===== src/rtl/qach_pkg.sv =====
// shared types, constants and helpers for the quote-aware character histogram
package qach_pkg;

	localparam int COUNT_WIDTH = 32;
	localparam int COUNT_W1 = COUNT_WIDTH + 1;
	localparam int NUM_BINS = 256;
	localparam int QUEUE_DEPTH = 4;

	typedef logic [COUNT_WIDTH-1:0] cnt_t;
	localparam cnt_t CNT_MAX = '1;

	typedef enum logic [1:0] {
		REQ_DATA    = 2'd0,
		REQ_END     = 2'd1,
		REQ_READ    = 2'd2,
		REQ_RESTART = 2'd3
	} req_t;

	typedef enum logic [2:0] {
		REG_LINE_LIMIT  = 3'd0,
		REG_SKIP_LINES  = 3'd1,
		REG_COMMENT     = 3'd2,
		REG_QUOTE       = 3'd3,
		REG_ESCAPE_MODE = 3'd4,
		REG_INCLUDE     = 3'd5
	} reg_idx_t;

	typedef enum logic [1:0] {
		OP_NONE  = 2'd0,
		OP_BUMP  = 2'd1,
		OP_READ  = 2'd2,
		OP_CLEAR = 2'd3
	} op_kind_t;

	localparam logic [7:0] CH_NUL    = 8'h00;
	localparam logic [7:0] CH_TAB    = 8'h09;
	localparam logic [7:0] CH_NL     = 8'h0A;
	localparam logic [7:0] CH_CR     = 8'h0D;
	localparam logic [7:0] CH_SPACE  = 8'h20;
	localparam logic [7:0] CH_DQUOTE = 8'h22;
	localparam logic [7:0] CH_DIG_LO = 8'h30;
	localparam logic [7:0] CH_DIG_HI = 8'h39;
	localparam logic [7:0] CH_UP_A   = 8'h41;
	localparam logic [7:0] CH_UP_Z   = 8'h5A;
	localparam logic [7:0] CH_BSLASH = 8'h5C;
	localparam logic [7:0] CH_LO_A   = 8'h61;
	localparam logic [7:0] CH_LO_Z   = 8'h7A;

	localparam logic [15:0] LINE_LIMIT_RST = 16'd30;
	localparam logic [15:0] LINES_MAX = 16'hFFFF;

	typedef struct packed {
		logic [15:0] line_limit;
		logic [15:0] skip_lines;
		logic [7:0]  comment_char;
		logic [7:0]  quote_char;
		logic [1:0]  escape_mode;
		logic [2:0]  include_classes;
	} cfg_t;

	// one queued command from the classifier to the histogram side
	typedef struct packed {
		op_kind_t    kind;
		logic [7:0]  bin;
		logic [1:0]  bs_add;
		logic        done;
	} op_t;

	function automatic logic [31:0] sat32(cnt_t v);
		logic [63:0] w;
		w = 64'(v);
		return (w > 64'h0000_0000_FFFF_FFFF) ? 32'hFFFF_FFFF : w[31:0];
	endfunction

	function automatic cnt_t sat_add(cnt_t v, logic [1:0] inc);
		logic [COUNT_W1-1:0] sum;
		sum = {1'b0, v} + COUNT_W1'(inc);
		return (sum > {1'b0, CNT_MAX}) ? CNT_MAX : sum[COUNT_WIDTH-1:0];
	endfunction

endpackage


===== src/rtl/qach_queue.sv =====
// short fifo of ops between classifier and histogram side
module qach_queue import qach_pkg::*; (
	input  logic clk,
	input  logic arst_n,
	input  logic push,
	input  op_t  push_op,
	input  logic pop,
	output op_t  head_op,
	output logic empty,
	output logic full
);

	localparam int PTR_W = $clog2(QUEUE_DEPTH);

	op_t              entry_q [QUEUE_DEPTH];
	logic [PTR_W-1:0] wptr_q;
	logic [PTR_W-1:0] rptr_q;
	logic [PTR_W:0]   fill_q;

	assign empty   = (fill_q == '0);
	assign full    = (fill_q == (PTR_W+1)'(QUEUE_DEPTH));
	assign head_op = entry_q[rptr_q];

	always_ff @(posedge clk) begin
		if (push) begin
			entry_q[wptr_q] <= push_op;
		end
	end

	always_ff @(posedge clk or negedge arst_n) begin
		if (!arst_n) begin
			wptr_q <= '0;
			rptr_q <= '0;
			fill_q <= '0;
		end else begin
			if (push) begin
				wptr_q <= (wptr_q == PTR_W'(QUEUE_DEPTH - 1)) ? '0 : wptr_q + 1'b1;
			end
			if (pop) begin
				rptr_q <= (rptr_q == PTR_W'(QUEUE_DEPTH - 1)) ? '0 : rptr_q + 1'b1;
			end
			if (push && !pop) begin
				fill_q <= fill_q + 1'b1;
			end else if (pop && !push) begin
				fill_q <= fill_q - 1'b1;
			end
		end
	end

endmodule


===== config.mk =====
export PLATFORM = sky130hd
export DESIGN_NAME = qach_queue
export DESIGN_NICKNAME = d
export VERILOG_FILES = /design/src/rtl/qach_pkg.sv /design/src/rtl/qach_queue.sv
export SDC_FILE = /design/constraint.sdc
export NUM_CORES = 1
export LEC_CHECK = 0
export BUFFER_PORTS_ARGS = -buffer_cell sky130_fd_sc_hd__buf_2
export CAP_MARGIN = 20
export CORE_MARGIN = 4
export CORE_UTILIZATION = 45
export DETAILED_ROUTE_END_ITERATION = 16
export MAX_ROUTING_LAYER = met4
export PLACE_DENSITY = 0.73
export SLEW_MARGIN = 15
export SYNTH_ARGS = -nofsm -noshare
export SYNTH_HDL_FRONTEND = slang
export SYNTH_SLANG_ARGS = --single-unit

===== constraint.sdc =====
create_clock -name clk -period 1.5 [get_ports clk]
set_input_delay 0.225 -clock clk [delete_from_list [all_inputs] [get_ports clk]]
set_output_delay 0.225 -clock clk [all_outputs]
set_load 0.01 [all_outputs]

## Word level (Yosys, flattened, before mapping)

Memories as Yosys holds them, arrays and structs flattened.
Cells that the tools add are included.

- Bits in registers: 7
- RAM bits: 52
- Input port bits: 17
- Output and inout port bits: 15
- Word-level logic and storage cells: 23
- Memories kept: 1

Memory list:

| memory | words | bits a word | rd ports | clocked after Yosys merged registers in | write ports | line | text |
|---|---|---|---|---|---|---|---|
| entry_q | 4 | 13 | 1 | 0 | 1 | qach_queue.sv:15 | `op_t entry_q [QUEUE_DEPTH];` |

- Add/sub/neg operators: 4
- Equality and inequality tests: 3
- Muxes and demuxes: 6
- Reduce and logical (&&, ||, !) cells: 6

Operators by type and width:

| operator | count |
|---|---|
| 3-bit 2-to-1 mux | 2 |
| 2-bit by 1-bit adder with 2-bit output (second input constant) | 2 |
| 2-bit equality test (second input constant) | 2 |
| 2-bit 2-to-1 mux | 2 |
| 3-bit by 1-bit adder with 3-bit output (second input constant) | 1 |
| 3-bit equality test (second input constant) | 1 |
| 3-bit zero test | 1 |
| 3-bit by 1-bit subtractor with 3-bit output (second input constant) | 1 |
| 1-bit logical AND | 2 |
| 1-bit zero test | 2 |
| 1-bit 2-to-1 mux | 2 |
| 2-bit nonzero test | 1 |

## Logic depth before layout (Yosys ltp)

Gate-level depths: netlist of run 1.

- Depth in word-level cells: 4
- Gate-level depth with buffers: 7
- Depth with buffers taken out: 7

## Worst setup path after synthesis of run 1

No wires, ideal clock.

- Path type: reg-to-output
- From: register rptr_q[0]
- To: output port head_op[0] (netlist bit)
- Data arrival time: 1.132 ns
- Required time: 1.275 ns
- Path slack: 0.143 ns
- Stages on the path, launching flop included: 4
- Buffers on the path: 2
- Path through: dfrtp_1 > buf_6 > buf_12 > mux4_2

RTL lines:

| what | line | text |
|---|---|---|
| start, declared | qach_queue.sv:17 | `logic [PTR_W-1:0] rptr_q;` |
| start signal, assigned | qach_queue.sv:40 | `rptr_q <= (rptr_q == PTR_W'(QUEUE_DEPTH - 1)) ? '0 : rptr_q + 1'b1;` |
| end, declared | qach_queue.sv:8 | `output op_t head_op,` |

==> results of run 1 <==
layer usage:
metal	vias to the layer above	share of wire, %
met5	-	0
met4	0	1.3
met3	6	4.9
met2	28	52
met1	570	41
li1	519	-
state kept, by name, indices dropped and copies added, names as in the netlist:
register and count:
entry_q 52, fill_q 3, rptr_q 2, wptr_q 2
power by group:
| group | switching, mW | internal, mW | total (mW) |
|---|---|---|---|
| logic | 0.807 | 1.02 | 1.82 |
| registers | 0.147 | 2.14 | 2.29 |
| clock network | 0.585 | 0.921 | 1.51 |
through the flow:
step,hold WS [ns],power [mW],instances
floorplan,-0.0706,3.33,105
global placement,0.0662,3.85,212
detailed placement,0.0722,3.94,212
CTS,0.102,5.57,230
global route,0.0892,5.93,230
finish,0.110,5.62,230
critical path, cell delays in order, from the launching register on:
cell and delay [ns]:
dfrtp_1 0.41, buf_12 0.16, mux4_2 0.53, buf_6 0.14
what timing repair did:
| item | in CTS | in global routing |
|---|---|---|
| buffers inserted | 1 | 0 |
| endpoints found under the hold margin | 7 | 0 |
| hold buffers | 1 | 0 |
| endpoints found under the setup margin | 26 | 13 |
| gates resized for setup | 10 | 5 |
layout make-up:
cell class              instances  area (um2)
fillers                       357        1960
clock inverters                 6        80.1
multi-input cells              38         513
flip-flops and latches         59        1740
repair buffers                 45         329
inverters                       5        18.8
well taps                      67        83.8
clock buffers                  10         128
final timing paths:
path | start | to | slack [ns] | cells after the start
max reg2reg | fill_q[0] | fill_q[2] | 0.09 | 4
max in group asynchronous | arst_n | wptr_q[1] | 1.08 | 2
min reg2reg | fill_q[2] | fill_q[2] | 0.51 | 1
min in group asynchronous | arst_n | rptr_q[1] | 0.26 | 2
min | push_op[0] | entry_q[0][0] | 0.11 | 1
max | rptr_q[0] | head_op[7] | -0.29 | 3
layout by cell type, fill, tap and decap left out:
| cell type | Yosys | layout |
|---|---|---|
| edfxtp_1 | 52 | 52 |
| buf_12 | 1 | 1 |
| buf_2 | 1 | 23 |
| nor3_1 | 1 | 1 |
| and2_2 | 0 | 1 |
| fa_1 | 1 | 1 |
| buf_4 | 0 | 11 |
| clkinv_1 | 0 | 2 |
| bufinv_16 | 0 | 2 |
| mux4_2 | 8 | 13 |
| buf_6 | 1 | 9 |
| xor2_1 | 2 | 2 |
| nor2_1 | 2 | 2 |
| nor3b_1 | 1 | 1 |
| nand2_1 | 1 | 1 |
| clkbuf_1 | 0 | 1 |
| mux2_2 | 3 | 3 |
| clkbuf_8 | 0 | 9 |
| ha_1 | 6 | 6 |
| clkinvlp_4 | 0 | 1 |
| dlygate4sd3_1 | 0 | 1 |
| dfrtp_1 | 7 | 7 |
| clkinv_2 | 0 | 1 |
| xnor2_1 | 1 | 1 |
| inv_1 | 5 | 5 |
| nand3_1 | 1 | 1 |
| and2_1 | 4 | 3 |
| o21ai_0 | 2 | 2 |
logic make-up (layout without fill, tap and decap cells):
kind of cell | after synthesis | count (layout)
AOI/OAI and AO/OA | 2 | 2
xor gates and xnor gates | 3 | 3
adders and majority gates | 7 | 7
buffers and inverters | 8 | 66
DFF | 59 | 59
muxes | 16 | 16
and+or+nand+nor | 10 | 10
==> flow_summary.toml, run 1 <==
[clock_tree]
clk-insertion-delay-late_ns = 0.33
clkSinkCount = 59
clock_path_buffers = 2
tritoncts = "yes"
cts_root_buffer = "clkbuf_8"
cts_buffers = 9
htreeDepth = 3
path_clk_slew_ns = 0.06

[sta]
fmax_mhz = 559
setup_slack_ns = -0.290
hold_viol = 0
worst_slew_pin_slew_ns = 0.355
skew_ns = 0.00455
maxSlewViolCount = 0
fin_crit_sh_pct = 119
min_period_ns = 1.79
tns_ns = -3.51
setup_viol_count_final = 13
max_slew_margin_pct = 76.3
rsz0062_at_grt = "yes"

[synth]
synth_ff_type = "edfxtp_1"
synth_edf_count = 52
synthesis.nets = 129
ys_warn_count = 0
synth_top_family_by_area = "multiplexers"
synth.top_cells.by_count = "52 x edfxtp_1, 8 x mux4_2, 7 x dfrtp_1"
synth-xor-area-share_pct = 1.13
synthMuxAreaShare_pct = 14.9
synthAdderAreaFrac_pct = 4.09
synth_compound_area_share_pct = 0.431
synth_top_area_share_pct = 67.2
synth-seq-cells = 59
synthCells = 105
yosys.area.top_type = "edfxtp_1"
syn_avg_cell_area_um2 = 22.1
yosysSeqAreaShare_pct = 74.8
ys_async_sr_fraction_pct = 11.9
syn_area_um2 = 2320
synthMostInstantiatedCell = "edfxtp_1"
yosys.area_share.simple_pct = 2.32
synthTopCellsByArea = "edfxtp_1 67%, mux4_2 7.8%, dfrtp_1 7.5%"
synth.distinct_cells = 20

[worst_setup_path]
end_kind = "output port"
crit_type = "flop to output port"
arrival_ns = 1.57
cp-start-kind = "flop"
crit_required_ns = 1.27
path_max_fanout = 8

[floorplanning]
die_y_um = 79.8
fp.dieW_um = 79.8
row_count = 25
dieArea_um2 = 6370
num_io_pins = 32
core_area_um2 = 4850
initial_core_util_pct = 47.9

[placed_design]
dpl.hpwl_um = 2780
gp_congestion = 0.717
place_ws_ns = -0.0503
dpl_cell_area_um2 = 2630
port_buffers = 31

[drt]
num_vias = 1123
viasPerCell = 4.88
wl_um = 3990
first_pass_iters = 4
ant_nets = 0
drc_errors = 0
drt_iter0_drc = 63
wl_per_cell_um = 17.3

[finish]
area_delta_synth_final_pct = 24.4
fin_nets = 182
diodes = 0
drive_above_1_share_pct = 45.4
layout.core_utilization_pct = 59.6
fin_area_um2 = 2890

[flow_run]
maxCapViolCount = 0

[outcome]
failed_checks = "negative setup slack"
status = "finished, violations left"

[power_and_ir_drop]
pwr_density_cell_nw_per_um2 = 1940
vdd.ir_drop.worst_uv = 975
leakagePower_nw = 1.08

[global_route]
grtUsageMet3_pct = 5.87
grt_max_degree = 14
busiest_layer = "met2"
grt_pass1_vias = 1267
grtUsageMet1_pct = 16.7
antenna_found_initial = 0
grtUsageTotal_pct = 14.7
grt_pass1_wl_um = 6410
grt.overflow.total = 0
grt_util_met2_pct = 23.6

[hold_path]
hold_path.class = "input pin to flop"
No activity file was read; power rests on OpenSTA's default activity.
==> run 2, diff against run 1 <==
--- a/config.mk
+++ b/config.mk
@@ -5,13 +5,14 @@
 export SDC_FILE = /design/constraint.sdc
 export NUM_CORES = 1
 export LEC_CHECK = 0
+export ABC_AREA = 1
 export BUFFER_PORTS_ARGS = -buffer_cell sky130_fd_sc_hd__buf_2
 export CAP_MARGIN = 20
 export CORE_MARGIN = 4
 export CORE_UTILIZATION = 45
 export DETAILED_ROUTE_END_ITERATION = 16
 export MAX_ROUTING_LAYER = met4
-export PLACE_DENSITY = 0.73
+export PLACE_DENSITY = 0.72
 export SLEW_MARGIN = 15
 export SYNTH_ARGS = -nofsm -noshare
 export SYNTH_HDL_FRONTEND = slang
==> run 2 against run 1 <==
Effect of this change:
- the run still ends with negative setup slack left
- fmax increased by 9.0%
- clock-buffer cell count decreased by 1
- largest cell class unchanged
- critical path depth increased by 2
- critical endpoint unchanged
- via count increased by 40%
- combinational power increased by 15%
- hold slack got worse by 0.013 ns
- synthesized area increased by 9.9%
- non-clock buffer count unchanged
- global-route usage increased by 0.24 points
==> flow_summary.toml, run 2 <==
[hold_path]
hold_path.class = "input pin to flop"

[clock_tree]
tritoncts = "yes"
htreeDepth = 3
cts_buffers = 9
clock_path_buffers = 2
clkSinkCount = 59
clk-insertion-delay-late_ns = 0.33
cts_root_buffer = "clkbuf_8"
path_clk_slew_ns = 0.07

[sta]
fmax_mhz = 609
worst_slew_pin_slew_ns = 0.241
setup_viol_count_final = 13
skew_ns = 0.00579
min_period_ns = 1.64
maxSlewViolCount = 0
fin_crit_sh_pct = 109
max_slew_margin_pct = 83.9
whs_ns = 0.0976
setup_slack_ns = -0.142
rsz0062_at_grt = "yes"
hold_viol = 0

[finish]
seqCellArea_um2 = 1740
fin_area_um2 = 3150
largest_reg_flops = 52
fin_cells = 329
drive_above_1_share_pct = 29.6
diodes = 0
reg_top3 = "entry_q (52), fill_q (3)"
fin_nets = 276
final_cell_mix = "52 x edfxtp_1, 49 x nand2_1, 37 x inv_1, 31 x buf_2, 17 x o211ai_1"
multiInputGateArea_um2 = 603
final_common_cell = "edfxtp_1"
largest-register = "entry_q"
area_delta_synth_final_pct = 23.4
final.fill_count = 453

[placed_design]
gp_congestion = 0.738
dpl.hpwl_um = 2840
place_inst = 307
place_ws_ns = 0.0752
port_buffers = 31
dpl_cell_area_um2 = 2860

[synth]
synthCells = 202
synth.top_cells.by_count = "53 x nand2_1, 52 x edfxtp_1, 37 x inv_1"
synth_ff_type = "edfxtp_1"
synthMostInstantiatedCell = "nand2_1"
synth-seq-cells = 59
synth_top_area_share_pct = 61.2
synthesis.nets = 226
ys_async_sr_fraction_pct = 11.9
syn_area_um2 = 2550
synthTopCellsByArea = "edfxtp_1 61%, nand2_1 7.8%, dfrtp_1 6.9%"
synth.distinct_cells = 19
synth_edf_count = 52
ys_warn_count = 0
yosysSeqAreaShare_pct = 68.1
syn_avg_cell_area_um2 = 12.6
yosys.area.top_type = "edfxtp_1"

[power_and_ir_drop]
pwr_density_cell_nw_per_um2 = 1910
vdd.ir_drop.worst_uv = 830
leakagePower_nw = 1.38
power_mw = 6.00

[global_route]
grt_max_degree = 21
grt_pass1_vias = 1622
antenna_found_initial = 0
grtUsageTotal_pct = 15.0
grt_pass1_wl_um = 7660
grt.overflow.total = 0

[drt]
wl_per_cell_um = 13.7
drc_errors = 0
first_pass_iters = 4
ant_nets = 0
num_vias = 1575
wl_um = 4520
drt_iter0_drc = 65
viasPerCell = 4.79

[floorplanning]
die_y_um = 83.3
dieArea_um2 = 6940
fp.dieW_um = 83.3
core_area_um2 = 5510
num_io_pins = 32
row_count = 27
initial_core_util_pct = 46.3

[outcome]
status = "finished, violations left"
failed_checks = "negative setup slack"

[worst_setup_path]
crit_required_ns = 1.27
path_max_fanout = 17
crit_type = "flop to output port"
arrival_ns = 1.42
end_kind = "output port"
cp-start-kind = "flop"

[flow_run]
maxCapViolCount = 0
-- run 2: final cells by class --
cell class / count / share of cell area (%)
Inverter: 39 / 4.97
Multi-Input combinational cell: 97 / 19.1
Tap cell: 72 / 2.86
Clock inverter: 7 / 2.94
Sequential cell: 59 / 55.2
Timing Repair inverter: 1 / 0.119
Timing Repair Buffer: 45 / 10.8
Clock buffer: 9 / 3.93
-- run 2: worst max-delay path, stage by stage, from the launching register on --
cell      delay [ns]
dfrtp_1         0.41
clkinv_4        0.12
buf_12          0.17
o211ai_1        0.15
nand2_1         0.09
buf_2           0.14
-- run 2: power breakdown --
group / internal (mW) / switching (mW) / leakage, nW / total, mW
clock network: 0.928 / 0.637 / 0.103 / 1.56
logic: 0.903 / 1.18 / 0.714 / 2.09
registers: 2.16 / 0.183 / 0.561 / 2.35
total: 4.00 / 2.01 / 1.38 / 6.00
-- run 2: metal layers --
| metal | vias to the layer above | routed length (um) | track usage [%] | share of wire, % |
|---|---|---|---|---|
| met4 | 0 | 41 | 6.24 | 0.91 |
| li1 | 788 | - | - | - |
| met2 | 29 | 2330 | 24.1 | 51 |
| met1 | 756 | 1920 | 16.6 | 42 |
| met3 | 2 | 230 | 5.75 | 5.1 |
| met5 | - | 0 | - | 0 |
-- run 2: cell families (layout without fill, tap and decap cells) --
group	count (synthesis)	count (layout)	share of synthesized area [%]
AO/OA/AOI/OAI	31	31	10.4
AND/OR/NAND/NOR	58	58	8.78
adder cells (fa/ha/maj)	7	7	3.73
flip-flops	59	59	68.1
XOR/XNOR	1	1	0.343
buffers and inverters	46	101	8.68
-- run 2: stage by stage --
step | util (%) | TNS [ns]
detailed placement | 52.0 | 0
finish | 57.2 | -1.57
global placement | 52.0 | 0
global route | 57.2 | -2.60
floorplan | - | 0
CTS | 56.9 | -1.56
-- run 2: worst paths after layout --
path / cells past startpoint / slack, ns / end / start
min reg2reg: 2 / 0.52 / fill_q[2] / fill_q[2]
max: 5 / -0.14 / head_op[7] / rptr_q[0]
max reg2reg: 5 / 0.22 / fill_q[2] / fill_q[0]
min: 1 / 0.1 / entry_q[2][11] / push_op[11]
max in group asynchronous: 2 / 1.08 / rptr_q[1] / arst_n
min in group asynchronous: 2 / 0.25 / wptr_q[0] / arst_n
-- run 2: repair_timing --
| item | in CTS | in global routing |
|---|---|---|
| gates resized for setup | 10 | 1 |
| buffers inserted | 1 | 2 |
| cloned | 2 | 0 |
| hold buffers | 1 | 0 |
| endpoints found under the setup margin | 13 | 13 |
| pin swaps | 2 | 1 |
| endpoints found under the hold margin | 7 | 0 |
