`src/rtl/qach_pkg.sv`:
```
// shared types, constants and helpers for the quote-aware character histogram
package qach_pkg;

	localparam int COUNT_WIDTH = 32;
	localparam int COUNT_W1 = COUNT_WIDTH + 1;
	localparam int NUM_BINS = 256;
	localparam int QUEUE_DEPTH = 4;

	typedef logic [COUNT_WIDTH-1:0] cnt_t;
	localparam cnt_t CNT_MAX = '1;

	typedef enum logic [1:0] {
		REQ_DATA    = 2'd0,
		REQ_END     = 2'd1,
		REQ_READ    = 2'd2,
		REQ_RESTART = 2'd3
	} req_t;

	typedef enum logic [2:0] {
		REG_LINE_LIMIT  = 3'd0,
		REG_SKIP_LINES  = 3'd1,
		REG_COMMENT     = 3'd2,
		REG_QUOTE       = 3'd3,
		REG_ESCAPE_MODE = 3'd4,
		REG_INCLUDE     = 3'd5
	} reg_idx_t;

	typedef enum logic [1:0] {
		OP_NONE  = 2'd0,
		OP_BUMP  = 2'd1,
		OP_READ  = 2'd2,
		OP_CLEAR = 2'd3
	} op_kind_t;

	localparam logic [7:0] CH_NUL    = 8'h00;
	localparam logic [7:0] CH_TAB    = 8'h09;
	localparam logic [7:0] CH_NL     = 8'h0A;
	localparam logic [7:0] CH_CR     = 8'h0D;
	localparam logic [7:0] CH_SPACE  = 8'h20;
	localparam logic [7:0] CH_DQUOTE = 8'h22;
	localparam logic [7:0] CH_DIG_LO = 8'h30;
	localparam logic [7:0] CH_DIG_HI = 8'h39;
	localparam logic [7:0] CH_UP_A   = 8'h41;
	localparam logic [7:0] CH_UP_Z   = 8'h5A;
	localparam logic [7:0] CH_BSLASH = 8'h5C;
	localparam logic [7:0] CH_LO_A   = 8'h61;
	localparam logic [7:0] CH_LO_Z   = 8'h7A;

	localparam logic [15:0] LINE_LIMIT_RST = 16'd30;
	localparam logic [15:0] LINES_MAX = 16'hFFFF;

	typedef struct packed {
		logic [15:0] line_limit;
		logic [15:0] skip_lines;
		logic [7:0]  comment_char;
		logic [7:0]  quote_char;
		logic [1:0]  escape_mode;
		logic [2:0]  include_classes;
	} cfg_t;

	// one queued command from the classifier to the histogram side
	typedef struct packed {
		op_kind_t    kind;
		logic [7:0]  bin;
		logic [1:0]  bs_add;
		logic        done;
	} op_t;

	function automatic logic [31:0] sat32(cnt_t v);
		logic [63:0] w;
		w = 64'(v);
		return (w > 64'h0000_0000_FFFF_FFFF) ? 32'hFFFF_FFFF : w[31:0];
	endfunction

	function automatic cnt_t sat_add(cnt_t v, logic [1:0] inc);
		logic [COUNT_W1-1:0] sum;
		sum = {1'b0, v} + COUNT_W1'(inc);
		return (sum > {1'b0, CNT_MAX}) ? CNT_MAX : sum[COUNT_WIDTH-1:0];
	endfunction

endpackage

```
`src/rtl/qach_front.sv`:
```
// front end: takes request words, tracks quote/comment/line state, emits histogram ops
module qach_front import qach_pkg::*; (
	input  logic       clk,
	input  logic       arst_n,
	input  logic       in_valid,
	input  logic       in_stall,
	input  logic [1:0] req_type,
	input  logic [7:0] byte_value,
	input  logic [7:0] symbol,
	input  cfg_t       cfg,
	output logic       push,
	output op_t        op
);

	typedef struct packed {
		logic        in_quote;
		logic        pend_quote;
		logic        pend_bslash;
		logic        in_comment;
		logic        stopped;
		logic [15:0] lines_skipped;
		logic [15:0] lines_counted;
	} fst_t;

	typedef struct packed {
		fst_t       st;
		logic       bump;
		logic [7:0] bin;
		logic [1:0] bs_add;
	} step_t;

	fst_t  fst_q;
	step_t nx;

	function automatic logic class_dropped(logic [7:0] x, logic [2:0] incl);
		logic letter, digit, blank;
		letter = x inside {[CH_LO_A:CH_LO_Z], [CH_UP_A:CH_UP_Z]};
		digit  = x inside {[CH_DIG_LO:CH_DIG_HI]};
		blank  = x inside {CH_SPACE, CH_TAB, CH_CR};
		return (!incl[0] && letter) || (!incl[1] && digit) || (!incl[2] && blank);
	endfunction

	// byte outside quotes that may be counted
	function automatic step_t do_plain(step_t s, logic [7:0] x, cfg_t c);
		step_t r;
		r = s;
		if (c.comment_char != CH_NUL && x == c.comment_char) begin
			r.st.in_comment = 1'b1;
		end else if (!class_dropped(x, c.include_classes)) begin
			if (x == CH_BSLASH) begin
				r.bs_add = r.bs_add + 2'd1;
			end else begin
				r.bump = 1'b1;
				r.bin  = x;
			end
			if (x == CH_NL && r.st.lines_counted != LINES_MAX) begin
				r.st.lines_counted = r.st.lines_counted + 16'd1;
			end
			if (r.st.lines_counted >= c.line_limit) begin
				r.st.stopped = 1'b1;
			end
		end
		return r;
	endfunction

	function automatic step_t do_normal(step_t s, logic [7:0] x, cfg_t c);
		step_t r;
		r = s;
		if (!r.st.stopped) begin
			if (r.st.lines_skipped < c.skip_lines) begin
				if (x == CH_NL) begin
					r.st.lines_skipped = r.st.lines_skipped + 16'd1;
				end
			end else if (r.st.in_comment) begin
				if (x == CH_NL) begin
					r.st.in_comment = 1'b0;
				end
			end else if (x == CH_NUL) begin
				r.st.stopped = 1'b1;
			end else if (c.quote_char != CH_NUL && x == c.quote_char) begin
				if (c.escape_mode[1]) begin
					r.st.pend_quote = 1'b1;
				end else begin
					r.st.in_quote = !r.st.in_quote;
				end
			end else if (c.escape_mode[0] && x == CH_BSLASH) begin
				r.st.pend_bslash = 1'b1;
			end else if (!r.st.in_quote) begin
				r = do_plain(r, x, c);
			end
		end
		return r;
	endfunction

	always_comb begin
		nx.st     = fst_q;
		nx.bump   = 1'b0;
		nx.bin    = byte_value;
		nx.bs_add = 2'd0;
		op.kind   = OP_NONE;
		op.bin    = byte_value;
		case (req_t'(req_type))
			REQ_DATA: begin
				if (!fst_q.stopped) begin
					if (fst_q.pend_bslash) begin
						// escaped pair: both bytes count whatever their class
						nx.st.pend_bslash = 1'b0;
						if (byte_value == CH_BSLASH) begin
							nx.bs_add = 2'd2;
						end else begin
							nx.bs_add = 2'd1;
							nx.bump   = 1'b1;
						end
					end else if (fst_q.pend_quote && byte_value == cfg.quote_char &&
							cfg.escape_mode[0] && cfg.quote_char == CH_BSLASH) begin
						nx.st.pend_quote = 1'b0;
						nx.bs_add        = 2'd2;
					end else begin
						if (fst_q.pend_quote) begin
							nx.st.pend_quote = 1'b0;
							if (byte_value != cfg.quote_char) begin
								nx.st.in_quote = !fst_q.in_quote;
							end else if (!fst_q.in_quote) begin
								nx = do_plain(nx, cfg.quote_char, cfg);
							end
						end
						nx = do_normal(nx, byte_value, cfg);
					end
				end
				op.kind = nx.bump ? OP_BUMP : OP_NONE;
				op.bin  = nx.bin;
			end
			REQ_END: begin
				if (!fst_q.stopped) begin
					if (fst_q.pend_quote) begin
						nx.st.in_quote = !fst_q.in_quote;
					end
					nx.st.pend_quote  = 1'b0;
					nx.st.pend_bslash = 1'b0;
					nx.st.stopped     = 1'b1;
				end
			end
			REQ_READ: begin
				op.kind = OP_READ;
				op.bin  = symbol;
			end
			REQ_RESTART: begin
				nx.st   = '0;
				op.kind = OP_CLEAR;
			end
			default: begin
				op.kind = OP_NONE;
			end
		endcase
		op.bs_add = nx.bs_add;
		op.done   = nx.st.stopped;
	end

	assign push = in_valid && !in_stall;

	always_ff @(posedge clk or negedge arst_n) begin
		if (!arst_n) begin
			fst_q <= '0;
		end else if (push) begin
			fst_q <= nx.st;
		end
	end

endmodule

```
`config.mk`:
```
export PLATFORM = sky130hd
export DESIGN_NAME = qach_front
export DESIGN_NICKNAME = d
export VERILOG_FILES = /design/src/rtl/qach_pkg.sv /design/src/rtl/qach_front.sv
export SDC_FILE = /design/constraint.sdc
export NUM_CORES = 1
export LEC_CHECK = 0
export ABC_AREA = 1
export BUFFER_PORTS_ARGS = -buffer_cell sky130_fd_sc_hd__buf_2
export CORE_MARGIN = 8
export CORE_UTILIZATION = 50
export CTS_BUF_LIST = sky130_fd_sc_hd__clkbuf_16
export DETAILED_ROUTE_END_ITERATION = 10
export PLACE_DENSITY = 0.74
export SYNTH_ARGS = -nofsm -noshare
export SYNTH_HDL_FRONTEND = slang
export SYNTH_SLANG_ARGS = --single-unit
```
`constraint.sdc`:
```
create_clock -name clk -period 4.9 [get_ports clk]
set_input_delay 0.735 -clock clk [delete_from_list [all_inputs] [get_ports clk]]
set_output_delay 0.735 -clock clk [all_outputs]
set_load 0.05 [all_outputs]
```
After elaboration in Yosys (flattened, before gate mapping)

Cells that the tools add are included.

Bits in writable memories: 0
ROM bits: 0
Memories kept: 0
Input port bits: 75
Bits in registers: 37
Bits in latches: 0

Multiply operators: 0
Shift operators: 0
Reduce and logical (&&, ||, !) cells: 46
Mux-type cells: 110
Add/subtract/negate cells: 4
Magnitude comparators: 15
Bitwise logic cells: 0
Equal/unequal tests: 24
Divide/modulo/power cells: 0

Operator list:

| cell                                                 | number |
|---|---|
| two-way mux 48 bit                                   | 20 |
| two-way mux 16 bit                                   | 26 |
| two-way mux 46 bit                                   | 9 |
| two-way mux 27 bit                                   | 5 |
| two-way mux 44 bit                                   | 2 |
| case mux 32 bit (2 select lines)                     | 1 |
| adder 16 x 1 -> 16 bit (second input constant)       | 3 |
| == test 8 x 4 -> 1 bit (second input constant)       | 6 |
| two-way mux 47 bit                                   | 1 |
| two-way mux 45 bit                                   | 1 |
| two-way mux 43 bit                                   | 1 |
| two-way mux 34 bit                                   | 1 |
| >= comparator 16 bit                                 | 2 |
| >= comparator 8 x 7 -> 1 bit (second input constant) | 4 |
| <= comparator 8 x 7 -> 1 bit (second input constant) | 4 |
| inequality test 16 bit (second input constant)       | 2 |
| == test 8 bit                                        | 3 |
| two-way mux 1 bit                                    | 23 |
| logical AND 1 bit                                    | 22 |
| two-way mux 9 bit                                    | 2 |
| == test 8 x 6 -> 1 bit (second input constant)       | 2 |
| == test 8 x 7 -> 1 bit (second input constant)       | 2 |
| >= comparator 8 x 6 -> 1 bit (second input constant) | 2 |
| <= comparator 8 x 6 -> 1 bit (second input constant) | 2 |
| 26 further kinds                                     | 53 |

Depth between registers and ports, before layout

Gate-level depths: netlist of the first run.

Depth in word-level cells: 77
Gate-level depth with buffers: 40
Mapped depth without buffers: 39

Worst setup path after synthesis of the first run

OpenSTA, ideal clock, no wires.

Path type: input port to output port
Start: in cfg[8] in the netlist's numbering
End: out op[0] in the netlist's numbering
Stages: 34
Arrival: 4.436 ns
Slack: -0.271 ns
Required time: 4.165 ns
Path through: buf_2 -> xnor2_1 -> nand2_1 -> nor2_1 -> nand3_2 -> nor2_8 -> nand2_4 -> buf_6 -> o21ai_2 -> ha_1 -> inv_1 -> nor2_1 -> nand2_2 -> nor2_1 -> nand3_2 -> nand2_4 -> inv_4 -> buf_6 -> o21ai_2 -> inv_2 -> ha_1 -> nand2_1 -> inv_1 -> nand3_1 -> nor3_1 -> nand2_1 -> nand3_1 -> nand2_1 -> nand2_1 -> nand3_1 -> nand2_1 -> nand3_1 -> a31oi_1 -> buf_4

RTL lines:

| what            | line             | source |
|---|---|---|
| start, declared | qach_front.sv:10 | `input cfg_t cfg,` |
| end, declared   | qach_front.sv:12 | `output op_t op` |

==> results of run 1 <==
==> cells in the mapped netlist (all sizes together) (2+ instances only) <==
cell type	instances	area, um2
dfrtp	37	926
clkbuf	6	23.8
nand3	61	315
nor3	28	140
clkinv	2	7.51
o2111ai	3	26.3
nand4	18	119
ha	55	688
o41ai	3	26.3
inv	172	648
o21ai	73	399
xor2	26	235
o211ai	5	37.5
a21oi	40	204
xnor2	16	140
a31oi	9	56.3
a22oi	9	67.6
o21a	2	15.0
buf	14	101
nor2	105	458
nand2	257	987
a21o	2	15.0
nor4	3	18.8
==> per-layer routing <==
| layer | track usage | routed length, um | up-vias | share of wire |
|---|---|---|---|---|
| met3 | 0.0356 | 1200 | 33 | 0.061 |
| met1 | 0.321 | 8320 | 3238 | 0.42 |
| li1 | - | - | 3609 | - |
| met2 | 0.451 | 9680 | 243 | 0.49 |
| met4 | 0.0850 | 433 | 0 | 0.022 |
| met5 | 0 | 0 | - | 0 |
==> final timing paths <==
path / from / end / slack (ps) / cells past startpoint
worst max-delay path: byte_value[0] / op[0] / -410 / 34
worst min-delay path: fst_q[31] / fst_q[31] / 470 / 1
worst max register to register: fst_q[0] / fst_q[32] / 410 / 34
worst min register to register: fst_q[31] / fst_q[31] / 470 / 1
max in group asynchronous: arst_n / fst_q[19] / 3770 / 1
min in group asynchronous: arst_n / fst_q[0] / 570 / 1
==> critical path: cells and delay by family <==
kind / cells / cell delay (ps)
XOR/XNOR: 2 / 250
adder cells (fa/ha/maj): 2 / 490
AO/OA/AOI/OAI: 2 / 240
AND/OR/NAND/NOR: 23 / 2310
buffers and inverters: 5 / 540
==> metrics by stage <==
step | power (uW) | setup TNS, ps
after floorplan | 937 | -232
after global placement | 1290 | -1280
after detailed placement | 1310 | -1560
after CTS | 1730 | -370
after global routing | 1890 | -1920
final | 1760 | -841
==> kinds of logic after synthesis <==
logic type | after synthesis
flip-flops | 37
XOR/XNOR | 42
AND/OR/NAND/NOR | 475
buffers and inverters | 194
adder cells (fa/ha/maj) | 55
AO/OA/AOI/OAI | 155
==> power by group <==
group | internal [uW] | switching (uW) | leakage (uW) | total, uW
Sequential | 364 | 49.9 | 0.000492 | 413
Clock | 239 | 133 | 0.0000852 | 372
Combinational | 427 | 548 | 0.00384 | 975
==> layout by cell type (no fill, tap or decap), types with 8 or more instances in the layout <==
master	netlist	routed
xnor2_1	16	11
nor2_1	91	73
xor2_1	25	24
nor3_1	28	25
dfrtp_1	37	37
nor2_2	10	18
o21ai_1	16	15
nand2_1	252	244
a31oi_1	9	8
inv_2	7	11
a22oi_1	9	9
nor2_4	3	13
buf_4	5	170
ha_1	55	52
o21ai_0	50	44
buf_2	6	73
nand3_1	59	53
inv_1	164	159
buf_6	3	14
a21oi_1	39	38
nand2_2	3	10
o21ai_2	6	12
nand4_1	17	17
==> repair_timing <==
action,in CTS,in global routing
setup endpoints to repair,4,4
resized for setup,99,30
cloned,0,1
hold endpoints to repair,0,0
pin swaps,47,19
setup buffers,16,4
==> final cells by class <==
cell class | instances | area, um2
multi-input cells | 727 | 4390
fillers | 969 | 3110
repair buffers | 262 | 1880
flip-flops and latches | 37 | 926
inverters | 174 | 666
well taps | 143 | 179
clock buffers | 5 | 125
clock inverters | 3 | 42.5
==> impl_metrics.env, run 1 <==
export IMPL_rows=39
export IMPL_hpwl_mm=15.5
export IMPL_fmax_mhz=188
export IMPL_firstDrtPassIters=5
export IMPL_holdWs_ps=474
export IMPL_layout_drive_gt1_share=0.307
export IMPL_drc=0
export IMPL_synthesis_area_um2=5750
export IMPL_endpoint_kind="output port"
export IMPL_min_path_type="flop to flop"
export IMPL_maxCapViolations=0
export IMPL_ctsHtreeMaxLevel=2
export IMPL_violations="setup timing"
export IMPL_cpMaxStageDelayCell="ha_1"
export IMPL_post_place_ws_ps=-755
export IMPL_top_regs="fst_q: 37 flops"
export IMPL_portBuffers=88
export IMPL_final_cell_area_um2=8210
export IMPL_clk_latency_ps=280
export IMPL_seq_area_frac_synth=0.161
export IMPL_vias=7123
export IMPL_ys_async_sr_fraction=1.00
export IMPL_clock_sinks=37
export IMPL_initial_utilization=0.508
export IMPL_setup_viol=4
export IMPL_grt_max_degree=38
export IMPL_worst_slew_pin_slew_ps=891
export IMPL_wl_mm=19.6
export IMPL_synth_cell_type_count=52
export IMPL_synth_edf_count=0
export IMPL_fin_crit_sh=1.08
export IMPL_final_hold_violation_count=0
export IMPL_leakagePower_uw=0.00442
export IMPL_slew_headroom=0.406
export IMPL_die_area_um2=15200
export IMPL_cts_reportedPaths_clkPinSlew_ps=60
export IMPL_mappedNetlistNets=1088
export IMPL_p_per_area_nw_per_um2=214
export IMPL_regMostFlops="fst_q"
export IMPL_start_kind="primary input"
export IMPL_postPlaceCellArea_um2=7410
export IMPL_post_route_util=0.725
export IMPL_drt_iter0_markers=645
export IMPL_skew_ps=7.15
export IMPL_synthAdderAreaFrac=0.120
export IMPL_root_buffer="clkbuf_16"
export IMPL_vias_per_cell=5.27
export IMPL_numCtsBuffers=5
export IMPL_syn_area_per_cell_um2=6.00
export IMPL_insertedDiodeCount=0
export IMPL_crit_path_max_fanout=4
export IMPL_cpPeakStageDelay_ps=310
export IMPL_report_final_slew_viol_count=0
export IMPL_globalplace_congestion=1.01
export IMPL_outcome="complete, but fails checks"
export IMPL_die_w_um=123
export IMPL_cts_buffer_depth=2
export IMPL_synth_cells=958
export IMPL_grt_pass1_wl_mm=31.9
export IMPL_globalRouteTotalUtil=0.258
export IMPL_stdcell_count=1351
export IMPL_fin_crit_ps=5310
export IMPL_grt_overflow_total=0
export IMPL_cp_data_arrival_time_ps=4580
export IMPL_worst_slack_ps=-410
export IMPL_rsz0062_at_grt="yes"
export IMPL_critPathMostFrequentCell="nand2_1"
export IMPL_ios=89
export IMPL_grt_pass1_vias=6979
export IMPL_wire_per_inst_um=14.5
export IMPL_syn_to_final_growth_pct=42.8
export IMPL_synth_top_family_by_area="simple AND/OR/NAND/NOR gates"
export IMPL_path_class="primary input to output port"
export IMPL_ys_ff_latch=37
export IMPL_antenna_left=0
export IMPL_peakVddDrop_mv=0.181
export IMPL_tritoncts="done"
export IMPL_muxShareOfSynthArea=0
export IMPL_synthFlopType="dfrtp_1"
export IMPL_largest_reg_flops=37
export IMPL_synth_compound_area_frac=0.160
export IMPL_antenna_found_initial=0
export IMPL_ctsHoldBuffers=0
export IMPL_core_um2=11300
export IMPL_dp_cells=1322
export IMPL_yosysWarnings=0
export IMPL_synthSimpleGateAreaFrac=0.358
export IMPL_die_y_um=123
export IMPL_synthXorXnorAreaFrac=0.0653
export IMPL_required_ps=4160
export IMPL_nets=1337
No activity file was read; power rests on OpenSTA's default activity.
==> run 2, diff against run 1 <==
- PLACE_DENSITY: 0.74 -> 0.72
- clock period: 4.9 -> 5.8 ns (I/O delays scaled with it)
==> run 2 against run 1 <==
Compared with the run above:
- the run now ends clean
- first-iteration DRC count is 32% lower
- die area stayed put
- cell count is 7.3% lower
==> impl_metrics.env, run 2 (same netlist as run 1, synthesis figures left out) <==
export IMPL_vias_per_cell=5.35
export IMPL_post_route_util=0.652
export IMPL_hpwl_mm=14.3
export IMPL_min_path_type="flop to flop"
export IMPL_ctsHtreeMaxLevel=2
export IMPL_reg2reg_to="fst_q[32]"
export IMPL_nets=1238
export IMPL_layout_common_cells="nand2_1, inv_1, buf_2, nor2_1, buf_4"
export IMPL_cts_buffer_depth=2
export IMPL_worst_slew_pin_slew_ps=884
export IMPL_die_y_um=123
export IMPL_endpoint_kind="output port"
export IMPL_antenna_left=0
export IMPL_cpMaxStageDelayCell="ha_1"
export IMPL_crit_end="op[0]"
export IMPL_insertedDiodeCount=0
export IMPL_root_buffer="clkbuf_16"
export IMPL_dr_wl_met3_mm=1.13
export IMPL_outcome="finished clean"
export IMPL_ctsHoldBuffers=0
export IMPL_startpoint="cfg[9]"
export IMPL_numCtsBuffers=5
export IMPL_stdcell_count=1252
export IMPL_path_class="primary input to output port"
export IMPL_fin_crit_sh=0.970
export IMPL_final_hold_violation_count=0
export IMPL_cts_reportedPaths_clkPinSlew_ps=60
export IMPL_top_regs="fst_q: 37 flops"
export IMPL_peakVddDrop_mv=0.185
export IMPL_die_area_um2=15200
export IMPL_antenna_found_initial=0
export IMPL_ios=89
export IMPL_slew_headroom=0.411
export IMPL_portBuffers=88
export IMPL_critPathMostFrequentCell="nand2_1"
export IMPL_grt_overflow_total=0
export IMPL_wl_mm=17.8
export IMPL_cp_data_arrival_time_ps=4760
export IMPL_initial_utilization=0.508
export IMPL_required_ps=4930
export IMPL_grt_pass1_wl_mm=29.0
export IMPL_die_w_um=123
export IMPL_syn_to_final_growth_pct=28.5
export IMPL_dp_cells=1229
export IMPL_layout_drive_gt1_share=0.245
export IMPL_largest_reg_flops=37
export IMPL_routed_top_layer="met4"
export IMPL_report_final_slew_viol_count=0
export IMPL_firstDrtPassIters=6
export IMPL_clock_sinks=37
export IMPL_met1_length_mm=7.65
export IMPL_reg2reg_depth=33
export IMPL_crit_path_max_fanout=7
export IMPL_regMostFlops="fst_q"
export IMPL_vias=6700
export IMPL_fin_crit_ps=5630
export IMPL_leakagePower_uw=0.00389
export IMPL_r2r_start="fst_q[1]"
export IMPL_p_per_area_nw_per_um2=186
export IMPL_globalRouteTotalUtil=0.234
export IMPL_drt_iter0_markers=436
export IMPL_grt_max_degree=38
export IMPL_tritoncts="done"
export IMPL_r2r_slack_ps=1350
export IMPL_grt_pass1_vias=6298
export IMPL_rows=39
export IMPL_cpPeakStageDelay_ps=320
export IMPL_clk_latency_ps=290
export IMPL_worst_slack_ps=174
export IMPL_globalplace_congestion=1.00
export IMPL_core_um2=11300
export IMPL_start_kind="primary input"
export IMPL_skew_ps=6.86
export IMPL_fmax_mhz=178
export IMPL_final_common_cell="nand2_1"
export IMPL_wire_per_inst_um=14.2
export IMPL_rsz0062_at_grt="yes"
export IMPL_dr_wl_met2_mm=8.49
export IMPL_maxCapViolations=0
export IMPL_holdWs_ps=475
export IMPL_drc=0
export IMPL_setup_viol=0
export IMPL_post_place_ws_ps=-106
[run 2: cell count changes in the layout (fill, tap and decap cells not counted), moves of 3 or more]
cell,before,now
xnor2_1,11,14
buf_6,14,8
o21ai_2,12,7
buf_4,170,75
buf_2,73,78
nand2_1,244,238
buf_8,4,1
nand2_2,10,16
nor2_2,18,15
o21ai_4,2,5
[run 2: per-layer routing]
layer | track usage | vias up
li1 | - | 3400
met1 | 0.298 | 3051
met2 | 0.392 | 208
met3 | 0.0393 | 41
met4 | 0.0790 | 0
met5 | 0 | -
[run 2: area by class of cell]
class                           count  area (um2)
Sequential cell                    37         926
Clock buffer                        5         125
Tap cell                          143         179
Fill cell                        1101        3940
Multi-Input combinational cell    727        4380
Clock inverter                      3        42.5
Timing Repair Buffer              163        1070
Inverter                          174         666
[run 2: where the power goes]
group / total, uW / switching [uW] / internal (uW)
Sequential: 365 / 57.5 / 307
Clock: 317 / 115 / 202
Combinational: 691 / 419 / 272
Total: 1370 / 591 / 781
[run 2: metrics by stage]
stage               cell area (um2)  TNS [ps]  power, uW
floorplan                      5750         0        790
global placement               6690     -16.0        992
detailed placement             6690      -106       1000
CTS                            6880         0       1330
global route                   7380      -107       1490
finish                         7380         0       1370
[run 2: timing repair]
| item | in CTS | in global routing |
|---|---|---|
| endpoints found under the setup margin | 1 | 2 |
| resized for setup | 7 | 110 |
| hold endpoints to repair | 0 | 0 |
| pin swaps | 0 | 44 |
| buffers inserted | 0 | 15 |
[run 2: how the worst min path moves through the flow]
stage,from,endpoint,cells after the start
3_3_place_gp,fst_q[31],fst_q[31],1
2_1_floorplan,fst_q[31],fst_q[31],1
5_1_grt,fst_q[31],fst_q[31],1
6_report,fst_q[31],fst_q[31],1
3_5_place_dp,fst_q[31],fst_q[31],1
4_1_cts,fst_q[31],fst_q[31],1
[run 2: worst max-delay path: cells and delay by family]
kind            cells  cell delay [ps]
fa+ha+maj           2              500
simple gates       23             2380
xor+xnor            2              240
compound gates      2              280
buf+inv             4              480
==> run 3, diff against run 2 <==
- clock period: 5.8 -> 5.4 ns (I/O delays scaled with it)
==> run 3 against run 2 <==
Compared with the run above:
- the run now ends with setup timing left
- worst hold slack about the same
- sequential power rose by 6.3%
- highest routed layer unchanged
- setup slack got worse by 330 ps
- via count grew 7.6%
- wire length rose by 12%
- register-to-register slack worse by 300 ps
==> impl_metrics.env, run 3 (same netlist as run 1, synthesis figures left out) <==
export IMPL_slew_headroom=0.402
export IMPL_post_place_ws_ps=-339
export IMPL_cp_data_arrival_time_ps=4740
export IMPL_reg2reg_to="fst_q[32]"
export IMPL_die_w_um=123
export IMPL_layout_drive_gt1_share=0.309
export IMPL_final_common_cell="nand2_1"
export IMPL_hpwl_mm=14.8
export IMPL_syn_to_final_growth_pct=41.2
export IMPL_rows=39
export IMPL_outcome="complete, but fails checks"
export IMPL_top_regs="fst_q: 37 flops"
export IMPL_holdWs_ps=474
export IMPL_crit_path_max_fanout=9
export IMPL_fin_crit_sh=1.03
export IMPL_r2r_start="fst_q[8]"
export IMPL_drt_iter0_markers=461
export IMPL_tritoncts="done"
export IMPL_report_final_slew_viol_count=0
export IMPL_final_cell_area_um2=8120
export IMPL_grt_max_degree=38
export IMPL_numCtsBuffers=5
export IMPL_postPlaceCellArea_um2=7190
export IMPL_fmax_mhz=180
export IMPL_final_hold_violation_count=0
export IMPL_required_ps=4590
export IMPL_vias=7209
export IMPL_ctsHoldBuffers=0
export IMPL_clk_latency_ps=280
export IMPL_root_buffer="clkbuf_16"
export IMPL_ios=89
export IMPL_antenna_left=0
export IMPL_fin_crit_ps=5550
export IMPL_grt_overflow_total=0
export IMPL_startpoint="cfg[7]"
export IMPL_grt_pass1_vias=6975
export IMPL_worst_slack_ps=-154
export IMPL_ctsHtreeMaxLevel=2
export IMPL_layout_common_cells="nand2_1, inv_1, buf_4, buf_2, nor2_1"
export IMPL_regMostFlops="fst_q"
export IMPL_critPathMostFrequentCell="nand2_1"
export IMPL_skew_ps=6.92
export IMPL_portBuffers=88
export IMPL_die_y_um=123
export IMPL_globalRouteTotalUtil=0.256
export IMPL_rsz0062_at_grt="yes"
export IMPL_die_area_um2=15200
export IMPL_drc=0
export IMPL_finalPower_uw=1520
export IMPL_antenna_found_initial=0
export IMPL_firstDrtPassIters=7
export IMPL_p_per_area_nw_per_um2=188
export IMPL_cpPeakStageDelay_ps=260
export IMPL_violations="setup timing"
export IMPL_initial_utilization=0.508
export IMPL_wl_mm=20.0
export IMPL_nets=1317
export IMPL_peakVddDrop_mv=0.183
export IMPL_grt_pass1_wl_mm=31.7
export IMPL_cts_buffer_depth=2
export IMPL_path_class="primary input to output port"
export IMPL_core_um2=11300
export IMPL_maxCapViolations=0
export IMPL_cpMaxStageDelayCell="ha_4"
export IMPL_worst_slew_pin_slew_ps=898
export IMPL_leakagePower_uw=0.00429
export IMPL_clock_sinks=37
export IMPL_largest_reg_flops=37
export IMPL_reg2reg_depth=33
export IMPL_min_path_type="flop to flop"
export IMPL_insertedDiodeCount=0
export IMPL_cts_reportedPaths_clkPinSlew_ps=60
export IMPL_r2r_slack_ps=1050
export IMPL_start_kind="primary input"
export IMPL_vias_per_cell=5.42
export IMPL_endpoint_kind="output port"
export IMPL_setup_viol=1
export IMPL_globalplace_congestion=0.952
export IMPL_wire_per_inst_um=15.0
export IMPL_crit_end="op[0]"
-- run 3: changes by cell type in the layout (fill, tap and decap cells not counted), moves of 3 or more --
cell,change
buf_2,-4
ha_4,+5
buf_4,+78
nor2_4,+4
ha_1,-3
inv_2,+5
nor2_1,-4
inv_1,-5
-- run 3: power breakdown --
part / internal [uW] / switching, uW
combinational: 363 / 481
sequential: 330 / 58.6
clock: 170 / 123
total: 862 / 663
-- run 3: layer usage --
layer,global-route usage,vias up,share of wire
met5,0,-,0
met1,0.320,3317,0.42
met3,0.0347,58,0.068
met2,0.437,282,0.48
li1,-,3552,-
met4,0.103,0,0.041
-- run 3: worst min path at each step --
stage               startpoint  slack (ps)   endpoint  cells past startpoint
CTS                  fst_q[31]         470  fst_q[31]                      1
global route         fst_q[31]         500  fst_q[31]                      1
detailed placement   fst_q[31]         460  fst_q[31]                      1
finish               fst_q[31]         470  fst_q[31]                      1
floorplan            fst_q[31]         440  fst_q[31]                      1
global placement     fst_q[31]         450  fst_q[31]                      1
-- run 3: what timing repair did --
action / in CTS / in global routing
resized for setup: 88 / 62
gates cloned: 0 / 0
buffers inserted: 24 / 4
pin swaps: 41 / 39
endpoints found under the hold margin: 0 / 0
endpoints found under the setup margin: 2 / 4
-- run 3: worst max-delay path: cells and delay by family --
kind,cells,cell delay (ps)
AND/OR/NAND/NOR,19,1870
AO/OA/AOI/OAI,5,920
buffers and inverters,6,720
adder cells (fa/ha/maj),2,430
-- run 3: metrics by stage --
stage	TNS [ps]	utilization	instances
5_1_grt	-749	0.717	1331
3_3_place_gp	-259	0.635	1295
3_5_place_dp	-344	0.635	1295
4_1_cts	-52.7	0.693	1327
2_1_floorplan	0	-	958
6_report	-154	0.717	1331
-- run 3: area by class of cell --
class                      instances  area (um2)
multi-input combinational        727        4490
timing repair buffer             242        1710
inverter                         174         668
clock buffer                       5         125
tap                              143         179
fill                             936        3200
sequential                        37         926
clock inverter                     3        18.8
